--- src/mme_ram.sv ---
// Generic single-write, single-read RAM with registered read data.
`timescale 1ns / 1ps

module mme_ram #(
    parameter int W = 16,
    parameter int D = 64
) (
    input  logic                 i_clk,
    input  logic                 i_we,
    input  logic [$clog2(D)-1:0] i_waddr,
    input  logic [W-1:0]         i_wdata,
    input  logic [$clog2(D)-1:0] i_raddr,
    output logic [W-1:0]         o_rdata
);

    logic [W-1:0] r_mem [D];
    logic [W-1:0] r_rdata;

    always_ff @(posedge i_clk) begin
        if (i_we) begin
            r_mem[i_waddr] <= i_wdata;
        end
        r_rdata <= r_mem[i_raddr];
    end

    assign o_rdata = r_rdata;

endmodule

--- config.mk ---
export PLATFORM = sky130hd
export DESIGN_NAME = mme_ram
export DESIGN_NICKNAME = d
export VERILOG_FILES = /design/src/mme_ram.sv
export SDC_FILE = /design/constraint.sdc
export NUM_CORES = 1
export LEC_CHECK = 0
export ABC_CLOCK_PERIOD_IN_PS = 2800
export BUFFER_PORTS_ARGS = -buffer_cell sky130_fd_sc_hd__buf_2
export CAP_MARGIN = 20
export CORE_ASPECT_RATIO = 0.6
export CORE_MARGIN = 3
export CORE_UTILIZATION = 56
export DETAILED_ROUTE_END_ITERATION = 16
export PLACE_DENSITY = 0.82
export SLEW_MARGIN = 20
export SYNTH_ARGS = -nofsm -noshare
export SYNTH_HDL_FRONTEND = slang
export SYNTH_SLANG_ARGS = --single-unit
export TNS_END_PERCENT = 30
--- constraint.sdc ---
create_clock -name i_clk -period 2.8 [get_ports i_clk]
set_clock_uncertainty 0.15 [all_clocks]
set_input_delay 0.56 -clock i_clk [delete_from_list [all_inputs] [get_ports i_clk]]
set_output_delay 0.56 -clock i_clk [all_outputs]
set_load 0.01 [all_outputs]
==> flow_summary.toml <==
[run_status]
outcome = "completed"

[layout]
fin_cells = 3069
area_growth_pct = 13.6
nets = 2108
drive_gt1_frac = 0.297
fillers = 4351
antenna_cells = 0

[routing]
drc = 0
drt_iter0_drc = 3439
drtAntennaViolNets = 0
drt-vias-per-instance = 6.85
first_pass_iters = 5
routed_wl_mm = 103
wl_per_cell_um = 33.6
vias = 21000

[logic_synthesis]
synth_top_family_by_area = "multiplexers"
synth_ff_type = "edfxtp_1"
syn_inst = 1829
yosysUniqueCellTypes = 43
synth_seq_cells = 1040
synth_nets = 1859
synth_xor_area_frac = 0
synthArstFlopShare = 0
synth-simple-area-share = 0.0265
syn_area_um2 = 40000
synth.mux.area_fraction = 0.155
yosys_warnings = 0
ys_seq_area_frac = 0.776
synth_compound_area_frac = 0.0241
synth_edf_count = 1024
avgSynthCellArea_um2 = 21.9
yosys.area_share.adder = 0

[power]
ir_drop_uv = 516
pwr_density_cell_nw_per_um2 = 680
p_total_w = 0.0309
leakage_nw = 14.7

[global_routing]
grt_max_degree = 65
antenna_found_initial = 8
grt_pass1_vias = 20600
gr-usage-all-layers = 0.283
overflow = 0
grt_pass1_wl_mm = 149

[critical_path]
cp_max_fo = 17
critical_path.top_delay_family = "buffers and inverters"
crit_arrival_ns = 2.78
cp-end-kind = "register"
crit_cells = 7
worst_path_max_delay_cell = "mux4_2"
cpPeakStageDelay_ns = 0.54
ff2ff_path_depth = 7
worstSetupPathType = "in -> reg"
cp_cell_sequence = "buf_8 > buf_12 > buf_4 > mux4_2 > a22oi_1 > nand3_1 > and4_1"
critPathBufInv = 3
required_ns = 3.18
critPathLaunchType = "primary input"

[flow_run]
cap_violations = 0

[placement]
io_buffer_count = 45
dpl.hpwl_mm = 65.1
finalWeightedCongestion = 0.948
place_inst = 2915

[clocking]
cts_buffers = 85
post_cts_resized = 0
clockBufferDepth = 3
cts_tree = "yes"
cts.sinks = 1040
root_buffer = "clkbuf_16"
holdBufCountCts = 0
worst_skew_pair.late_latency_ns = 0.65
post-cts-setup-buffers = 0
cts.reportedPaths.clkPinSlew_ns = 0.07
htree_num_levels = 3

[sta]
fmax_mhz = 417
tightest_slew_ns = 0.969
hold_violations = 0
fin_crit_ns = 2.40
report.final.slew_viol_count = 0
finalCritPeriodShare = 0.857
setup_viol = 0
hold_ws_ns = 0.198
rsz0062_at_grt = "no"
relSlewSlack = 0.352

[floorplan]
core_um2 = 70300
rows = 75
initial_utilization = 0.570
die_h_um = 213
fp.dieW_um = 351
dieArea_um2 = 74900
ioPinCount = 46

[worst_hold_path]
hold_path_class = "in -> reg"
holdPathStages = 1
[report_power, final]
part           total, W  internal, W  switching [W]
registers        0.0173       0.0172      0.0000971
logic           0.00186     0.000714        0.00115
clock network    0.0117      0.00643        0.00532
total            0.0309       0.0244        0.00657
[stage by stage]
step | setup WS (ns) | setup TNS (ns) | instance area [µm²] | util
6_report | 0.402 | 0 | 45500 | 0.647
5_1_grt | 0.310 | 0 | 45500 | 0.647
4_1_cts | 0.460 | 0 | 45500 | 0.647
3_5_place_dp | -0.201 | -1.27 | 42800 | 0.609
3_3_place_gp | -0.175 | -0.894 | 42800 | 0.609
2_1_floorplan | 0.0552 | 0 | 40000 | -
[flip-flops by register name (all words and copies together) (netlist names)]
register	count
r_mem	1024
o_rdata	16
[cell type report]
| type | instances | area (µm²) | share of cell area |
|---|---|---|---|
| clock buffer | 113 | 2300 | 0.0505 |
| clock inverter | 41 | 384 | 0.00845 |
| multi-input combinational | 685 | 8250 | 0.182 |
| sequential | 1040 | 31100 | 0.683 |
| tap | 924 | 1160 | 0.0254 |
| timing repair buffer | 266 | 2310 | 0.0508 |
[Yosys cell counts (3+ instances only)]
library cell	instances	area (µm²)
edfxtp_1	1024	30700
mux4_2	220	4950
mux2i_1	85	851
nor2_1	72	270
nand2_1	59	221
a22oi_1	39	293
buf_2	36	180
nor2b_1	30	188
mux2_2	27	304
clkbuf_1	24	90.1
nand3_1	24	120
a21oi_1	17	85.1
buf_6	17	191
a221oi_1	16	140
dfxtp_1	16	320
buf_4	13	97.6
nand4_1	12	75.1
a211o_1	8	70.1
a211oi_1	8	60.1
a311oi_1	8	70.1
a31oi_1	8	50.1
a221o_1	6	60.1
a22o_1	6	52.6
a41oi_1	5	43.8
and4_1	5	43.8
buf_12	5	100
o21ai_0	5	25.0
mux4_1	4	105
buf_1	3	11.3
buf_8	3	45.0
nand2b_1	3	18.8
nor4_2	3	37.5
o21ai_1	3	15.0
[cell families after synthesis]
family	after synthesis
buffers and inverters	104
AOI/OAI and AO/OA	129
muxes	336
DFF	1040
and+or+nand+nor	220
[routing by layer]
metal,global-route usage,wire [µm]
met3,0.116,17400
met4,0.0641,2330
met1,0.420,38900
met2,0.399,44600
met5,0,38
[path summary, 6_finish.rpt]
kind / from / endpoint / slack, ns
max reg2reg: r_mem[31][13]$_DFFE_PP_ / o_rdata[13]$_DFF_P_ / 0.61
min: i_wdata[14] / r_mem[8][14]$_DFFE_PP_ / 0.20
max: i_raddr[0] / o_rdata[12]$_DFF_P_ / 0.40
min reg2reg: r_mem[40][1]$_DFFE_PP_ / o_rdata[1]$_DFF_P_ / 0.72
[cells in the final DEF, fill, tap and decap left out, drive strengths merged, types with 30 or more instances in the layout]
master / instances
mux4: 224
nand2: 60
buf: 265
clkinv: 30
edfxtp: 1024
nor2b: 30
clkbuf: 114
mux2i: 85
nor2: 74
a22oi: 39
Power figures use the tool's default switching activity.
