## src/mme_pkg.sv

```systemverilog
// Shared types, constants and helpers for the matrix multiply engine.
`timescale 1ns / 1ps

package mme_pkg;

    localparam int DEF_MAX_DIM = 8;
    localparam int DEF_ELEM_W  = 16;
    localparam int CVAL_W      = 35;
    localparam int CFG_W       = 4;
    localparam int CFG_IDX_W   = 2;
    localparam int WIDE_W      = 64;

    typedef enum logic [1:0] {
        CMD_LOAD_A,
        CMD_LOAD_B,
        CMD_RUN
    } t_cmd;

    localparam logic [CFG_IDX_W-1:0] REG_ROWS_A     = 2'd0;
    localparam logic [CFG_IDX_W-1:0] REG_COLS_B     = 2'd1;
    localparam logic [CFG_IDX_W-1:0] REG_INNER_SIZE = 2'd2;

    typedef struct packed {
        logic vld;
        logic first;
        logic last;
    } t_tok;

    // zero acts as one, anything above the maximum acts as the maximum
    function automatic logic [CFG_W-1:0] eff_dim(input logic [CFG_W-1:0] v,
                                                 input int unsigned maxd);
        logic [CFG_W-1:0] res;
        res = v;
        if (v == '0) begin
            res = CFG_W'(1);
        end else if ({28'd0, v} > maxd) begin
            res = CFG_W'(maxd);
        end
        return res;
    endfunction

endpackage

```

## src/mme_cell.sv

```systemverilog
// One column cell: holds a column of B, multiplies the passing A word, accumulates, drains.
`timescale 1ns / 1ps

module mme_cell #(
    parameter int MAX_DIM    = mme_pkg::DEF_MAX_DIM,
    parameter int ELEM_WIDTH = mme_pkg::DEF_ELEM_W
) (
    input  logic                            i_clk,
    input  logic                            i_rst_n,
    input  logic                            i_b_we,
    input  logic [$clog2(MAX_DIM)-1:0]      i_b_idx,
    input  logic signed [ELEM_WIDTH-1:0]    i_b_val,
    input  mme_pkg::t_tok                   i_tok,
    input  logic signed [ELEM_WIDTH-1:0]    i_a,
    output mme_pkg::t_tok                   o_tok,
    output logic signed [ELEM_WIDTH-1:0]    o_a,
    input  logic                            i_shift,
    input  logic [mme_pkg::CVAL_W-1:0]      i_res_next,
    output logic [mme_pkg::CVAL_W-1:0]      o_res
);

    import mme_pkg::*;

    localparam int IW = $clog2(MAX_DIM);
    localparam int PW = 2 * ELEM_WIDTH;

    logic signed [ELEM_WIDTH-1:0] r_b [MAX_DIM];
    logic [IW-1:0]                r_k;
    logic [IW-1:0]                w_idx;
    t_tok                         r_tok;
    logic signed [ELEM_WIDTH-1:0] r_a;
    logic signed [PW-1:0]         r_prod;
    logic signed [WIDE_W-1:0]     w_p64;
    logic [CVAL_W-1:0]            w_p;
    logic [CVAL_W-1:0]            r_acc;
    logic [CVAL_W-1:0]            n_acc;
    logic [CVAL_W-1:0]            r_hold;

    assign w_idx = i_tok.first ? '0 : r_k;
    assign w_p64 = WIDE_W'(r_prod);
    assign w_p   = w_p64[CVAL_W-1:0];
    assign n_acc = r_tok.first ? w_p : r_acc + w_p;

    always_ff @(posedge i_clk) begin
        if (i_b_we) begin
            r_b[i_b_idx] <= i_b_val;
        end
    end

    always_ff @(posedge i_clk) begin
        if (!i_rst_n) begin
            r_tok <= '0;
            r_k   <= '0;
        end else begin
            r_tok <= i_tok;
            if (i_tok.vld) begin
                r_k <= w_idx + IW'(1);
            end
        end
    end

    always_ff @(posedge i_clk) begin
        r_a <= i_a;
        if (i_tok.vld) begin
            r_prod <= i_a * r_b[w_idx];
        end
        if (r_tok.vld) begin
            r_acc <= n_acc;
        end
        if (r_tok.vld && r_tok.last) begin
            r_hold <= n_acc;
        end else if (i_shift) begin
            r_hold <= i_res_next;
        end
    end

    assign o_tok = r_tok;
    assign o_a   = r_a;
    assign o_res = r_hold;

endmodule

```

## config.mk

```make
export PLATFORM = sky130hd
export DESIGN_NAME = mme_cell
export DESIGN_NICKNAME = d
export VERILOG_FILES = /design/src/mme_pkg.sv /design/src/mme_cell.sv
export SDC_FILE = /design/constraint.sdc
export NUM_CORES = 1
export LEC_CHECK = 0
export BUFFER_PORTS_ARGS = -buffer_cell sky130_fd_sc_hd__buf_4
export CAP_MARGIN = 25
export CELL_PAD_IN_SITES_DETAIL_PLACEMENT = 0
export CELL_PAD_IN_SITES_GLOBAL_PLACEMENT = 1
export CORE_ASPECT_RATIO = 1.2
export CORE_MARGIN = 10
export CORE_UTILIZATION = 45
export CTS_CLUSTER_SIZE = 30
export DETAILED_ROUTE_END_ITERATION = 12
export PLACE_DENSITY_LB_ADDON = 0.1
export RECOVER_POWER = 25
export SYNTH_ARGS = -nofsm -noshare
export SYNTH_HDL_FRONTEND = slang
export SYNTH_SLANG_ARGS = --single-unit
```

## constraint.sdc

```tcl
create_clock -name i_clk -period 12.15 [get_ports i_clk]
set_clock_uncertainty 0.05 [all_clocks]
set_input_delay 2.43 -clock i_clk [delete_from_list [all_inputs] [get_ports i_clk]]
set_output_delay 2.43 -clock i_clk [all_outputs]
set_load 0.1 [all_outputs]
```

==> results by group <==
Critical path
  • Critical path type: input port to flop
  • Worst endpoint data arrival time: 10.00 ns
  • Biggest cell delay along the critical path: 0.66 ns
  • Startpoint class of the critical path: input port
  • Crit-path most repeated cell: fa_1
  • CP max FO: 16
  • Req. time, crit path: 12.40 ns
  • R2R Setup Slk: 3.76 ns
  • CP Capture Type: flop
  • Slowest cell on crit path: nand2b_1

Synth
  • Yosys warnings: 0
  • Dominant synthesized flop cell: edfxtp_1
  • Count leader, synth: inv_1
  • Synth area leader: edfxtp_1
  • Syn nets: 2342
  • Mapped Avg Cell Area: 11.08 µm²
  • Synth top area cells: edfxtp_1, fa_1, ha_1, inv_1, and2_1
  • Synth unique cells: 57
  • Post-synth EDFFs: 230
  • #FFs+latches synth: 252
  • Most frequent cells after synthesis: inv_1, fa_1, edfxtp_1
  • Cells after synthesis: 1885
  • Async SR Flop Fraction: 0%
  • Sequential area share after synthesis: 35.17%
  • Netlist Area Pre-Place: 20890 µm²
  • Yosys top cell area share: 33.06%

Floorplanning
  • Die Area: 55480 µm²
  • Core area: 45950 µm²
  • Die height: 256.0 µm
  • Top Ports: 131
  • Die Width: 216.7 µm
  • Num rows: 86
  • Initial core utilization: 45.47%

Placement
  • DP HPWL: 37.31 mm
  • Worst slack at placement: 1.757 ns
  • IO buf count: 130
  • GPL Wtd Cong: 0.8213

Cells and area
  • Share of layout cells above drive strength 1: 12.56%
  • Fill cells: 4192
  • Final nets: 2466
  • Layout area overhead: 12.88%

STA
  • Max Fclk: 102.5 MHz
  • TNS Setup: 0 ns
  • Unrepaired setup endpoints after global routing: false
  • Pins Over Slew Limit: 109
  • Worst rel slew slack: -84.66%
  • Final period utilization: 80.28%
  • Endpoints failing setup: 0
  • Worst slew pin tran: 2.770 ns
  • Hold Violations, Final: 0
  • Min cycle time layout: 9.754 ns
  • Fin worst setup slack: 2.396 ns

Worst hold path
  • Worst hold path class: flop to flop

Clock tree
  • Clk pin slew, worst setup/hold paths: 0.06 ns
  • CTS Root Cell: clkbuf_16
  • Clock sink count: 252
  • Setup bufs post-CTS: 0
  • CTS resizes: 0
  • H-tree levels: 1
  • Max clock buf depth: 3
  • CTS Buf Count: 28
  • Hold_buf cts: 0
  • CTS tree: done
  • Clock latency on the worst-skew pair: 0.59 ns

Detailed routing
  • Wire length per cell: 18.37 µm
  • DR iter-0 viols: 670
  • Drt pass-1 iters: 5
  • Routed vias: 13410
  • Vias/cell: 5.066
  • Drt total wl: 48.66 mm
  • Residual DRC: 0
  • Final ANT Viol Nets: 0

Global routing
  • First-pass GRT wire length: 79.74 mm
  • Met2 Usage GRT: 32.96%
  • Busiest grt layer: met2
  • Met1 Usage GRT: 21.91%
  • Vias in the first global route: 14720
  • GR Util met3: 2.151%
  • Pin count of the biggest net entering global routing: 70
  • Initial antenna violation count: 1
  • Gr ovfl total: 0
  • Tot GR Track Use: 17.88%

Outcome
  • Failing checks: capacitance limit, slew limit
  • Status: complete, but fails checks

Flow run
  • MaxCap Viol Count: 2
[state kept, by name, summed over array words and instances, names as in the netlist]
signal	cells
o_tok	3
r_k	3
r_prod	32
r_b	128
r_acc	35
o_a	16
o_res	35
[final cells by class]
class | count | area [µm²] | area share [%]
clock buffers | 35 | 747.0 | 3.168
multi-input cells | 1248 | 12140 | 51.48
repair buffers | 159 | 1146 | 4.860
flip-flops and latches | 252 | 7348 | 31.16
inverters | 320 | 1201 | 5.094
well taps | 616 | 770.7 | 3.269
clock inverters | 17 | 225.2 | 0.9551
diodes | 1 | 2.502 | 0.01061
[placed cells by master (no fill, tap or decap), types with 10 or more instances in the layout]
| master | count |
|---|---|
| o22ai_1 | 17 |
| ha_1 | 117 |
| a21oi_1 | 76 |
| xnor2_1 | 49 |
| nand3_1 | 12 |
| fa_1 | 263 |
| a21o_1 | 31 |
| nand2_1 | 219 |
| clkbuf_16 | 28 |
| o21bai_1 | 12 |
| o21ai_0 | 59 |
| nand2b_1 | 16 |
| edfxtp_1 | 230 |
| mux2_2 | 41 |
| inv_1 | 320 |
| mux4_2 | 16 |
| buf_4 | 121 |
| nor2_1 | 47 |
| dfxtp_1 | 21 |
| clkbuf_1 | 35 |
| o21a_1 | 10 |
| xor2_1 | 16 |
| and2_1 | 135 |
[critical path: cells and delay by family]
family / cells / cell delay, ns
adder cells (fa/ha/maj): 7 / 3.34
AO/OA/AOI/OAI: 9 / 1.85
AND/OR/NAND/NOR: 4 / 0.99
buffers and inverters: 7 / 0.78
multiplexers: 1 / 0.50
XOR/XNOR: 1 / 0.08
[layer usage]
layer / vias to the layer above / part of all wire (%)
met5: - / 0
met3: 47 / 3.4
met4: 0 / 1.5
li1: 6416 / -
met2: 199 / 53
met1: 6752 / 42
[metrics by stage]
step / hold WS (ns) / util [%] / area [µm²] / instances
6_report: 0.4827 / 51.32 / 23580 / 2648
5_1_grt: 0.5423 / 51.32 / 23580 / 2648
4_1_cts: 0.4805 / 51.47 / 23650 / 2644
3_5_place_dp: 0.4652 / 49.35 / 22670 / 2592
3_3_place_gp: 0.4615 / 49.17 / 22590 / 2587
2_1_floorplan: 0.4338 / - / 20890 / 1885
[logic make-up (layout without fill, tap and decap cells)]
family / Yosys count / in the layout / share of synthesized area, %
adders and majority gates: 380 / 380 / 32.21
AOI/OAI and AO/OA: 258 / 258 / 7.643
and+or+nand+nor: 484 / 484 / 11.19
buffers and inverters: 385 / 531 / 6.930
DFF: 252 / 252 / 35.17
xor gates and xnor gates: 65 / 65 / 2.725
muxes: 61 / 61 / 4.127
other: 0 / 1 / 0
[worst paths after layout]
kind,from,to,cells past startpoint
min reg2reg,r_k[1]$_SDFFE_PN0P_,r_k[1]$_SDFFE_PN0P_,2
max reg2reg,r_k[2]$_SDFFE_PN0P_,r_prod[31]$_DFFE_PP_,29
max,i_tok[1],r_prod[31]$_DFFE_PP_,29
min,r_k[1]$_SDFFE_PN0P_,r_k[1]$_SDFFE_PN0P_,2
Power is left out: the tool's default activity adds up to more than one toggle a clock period on the data nets, which glitch-free logic cannot reach.
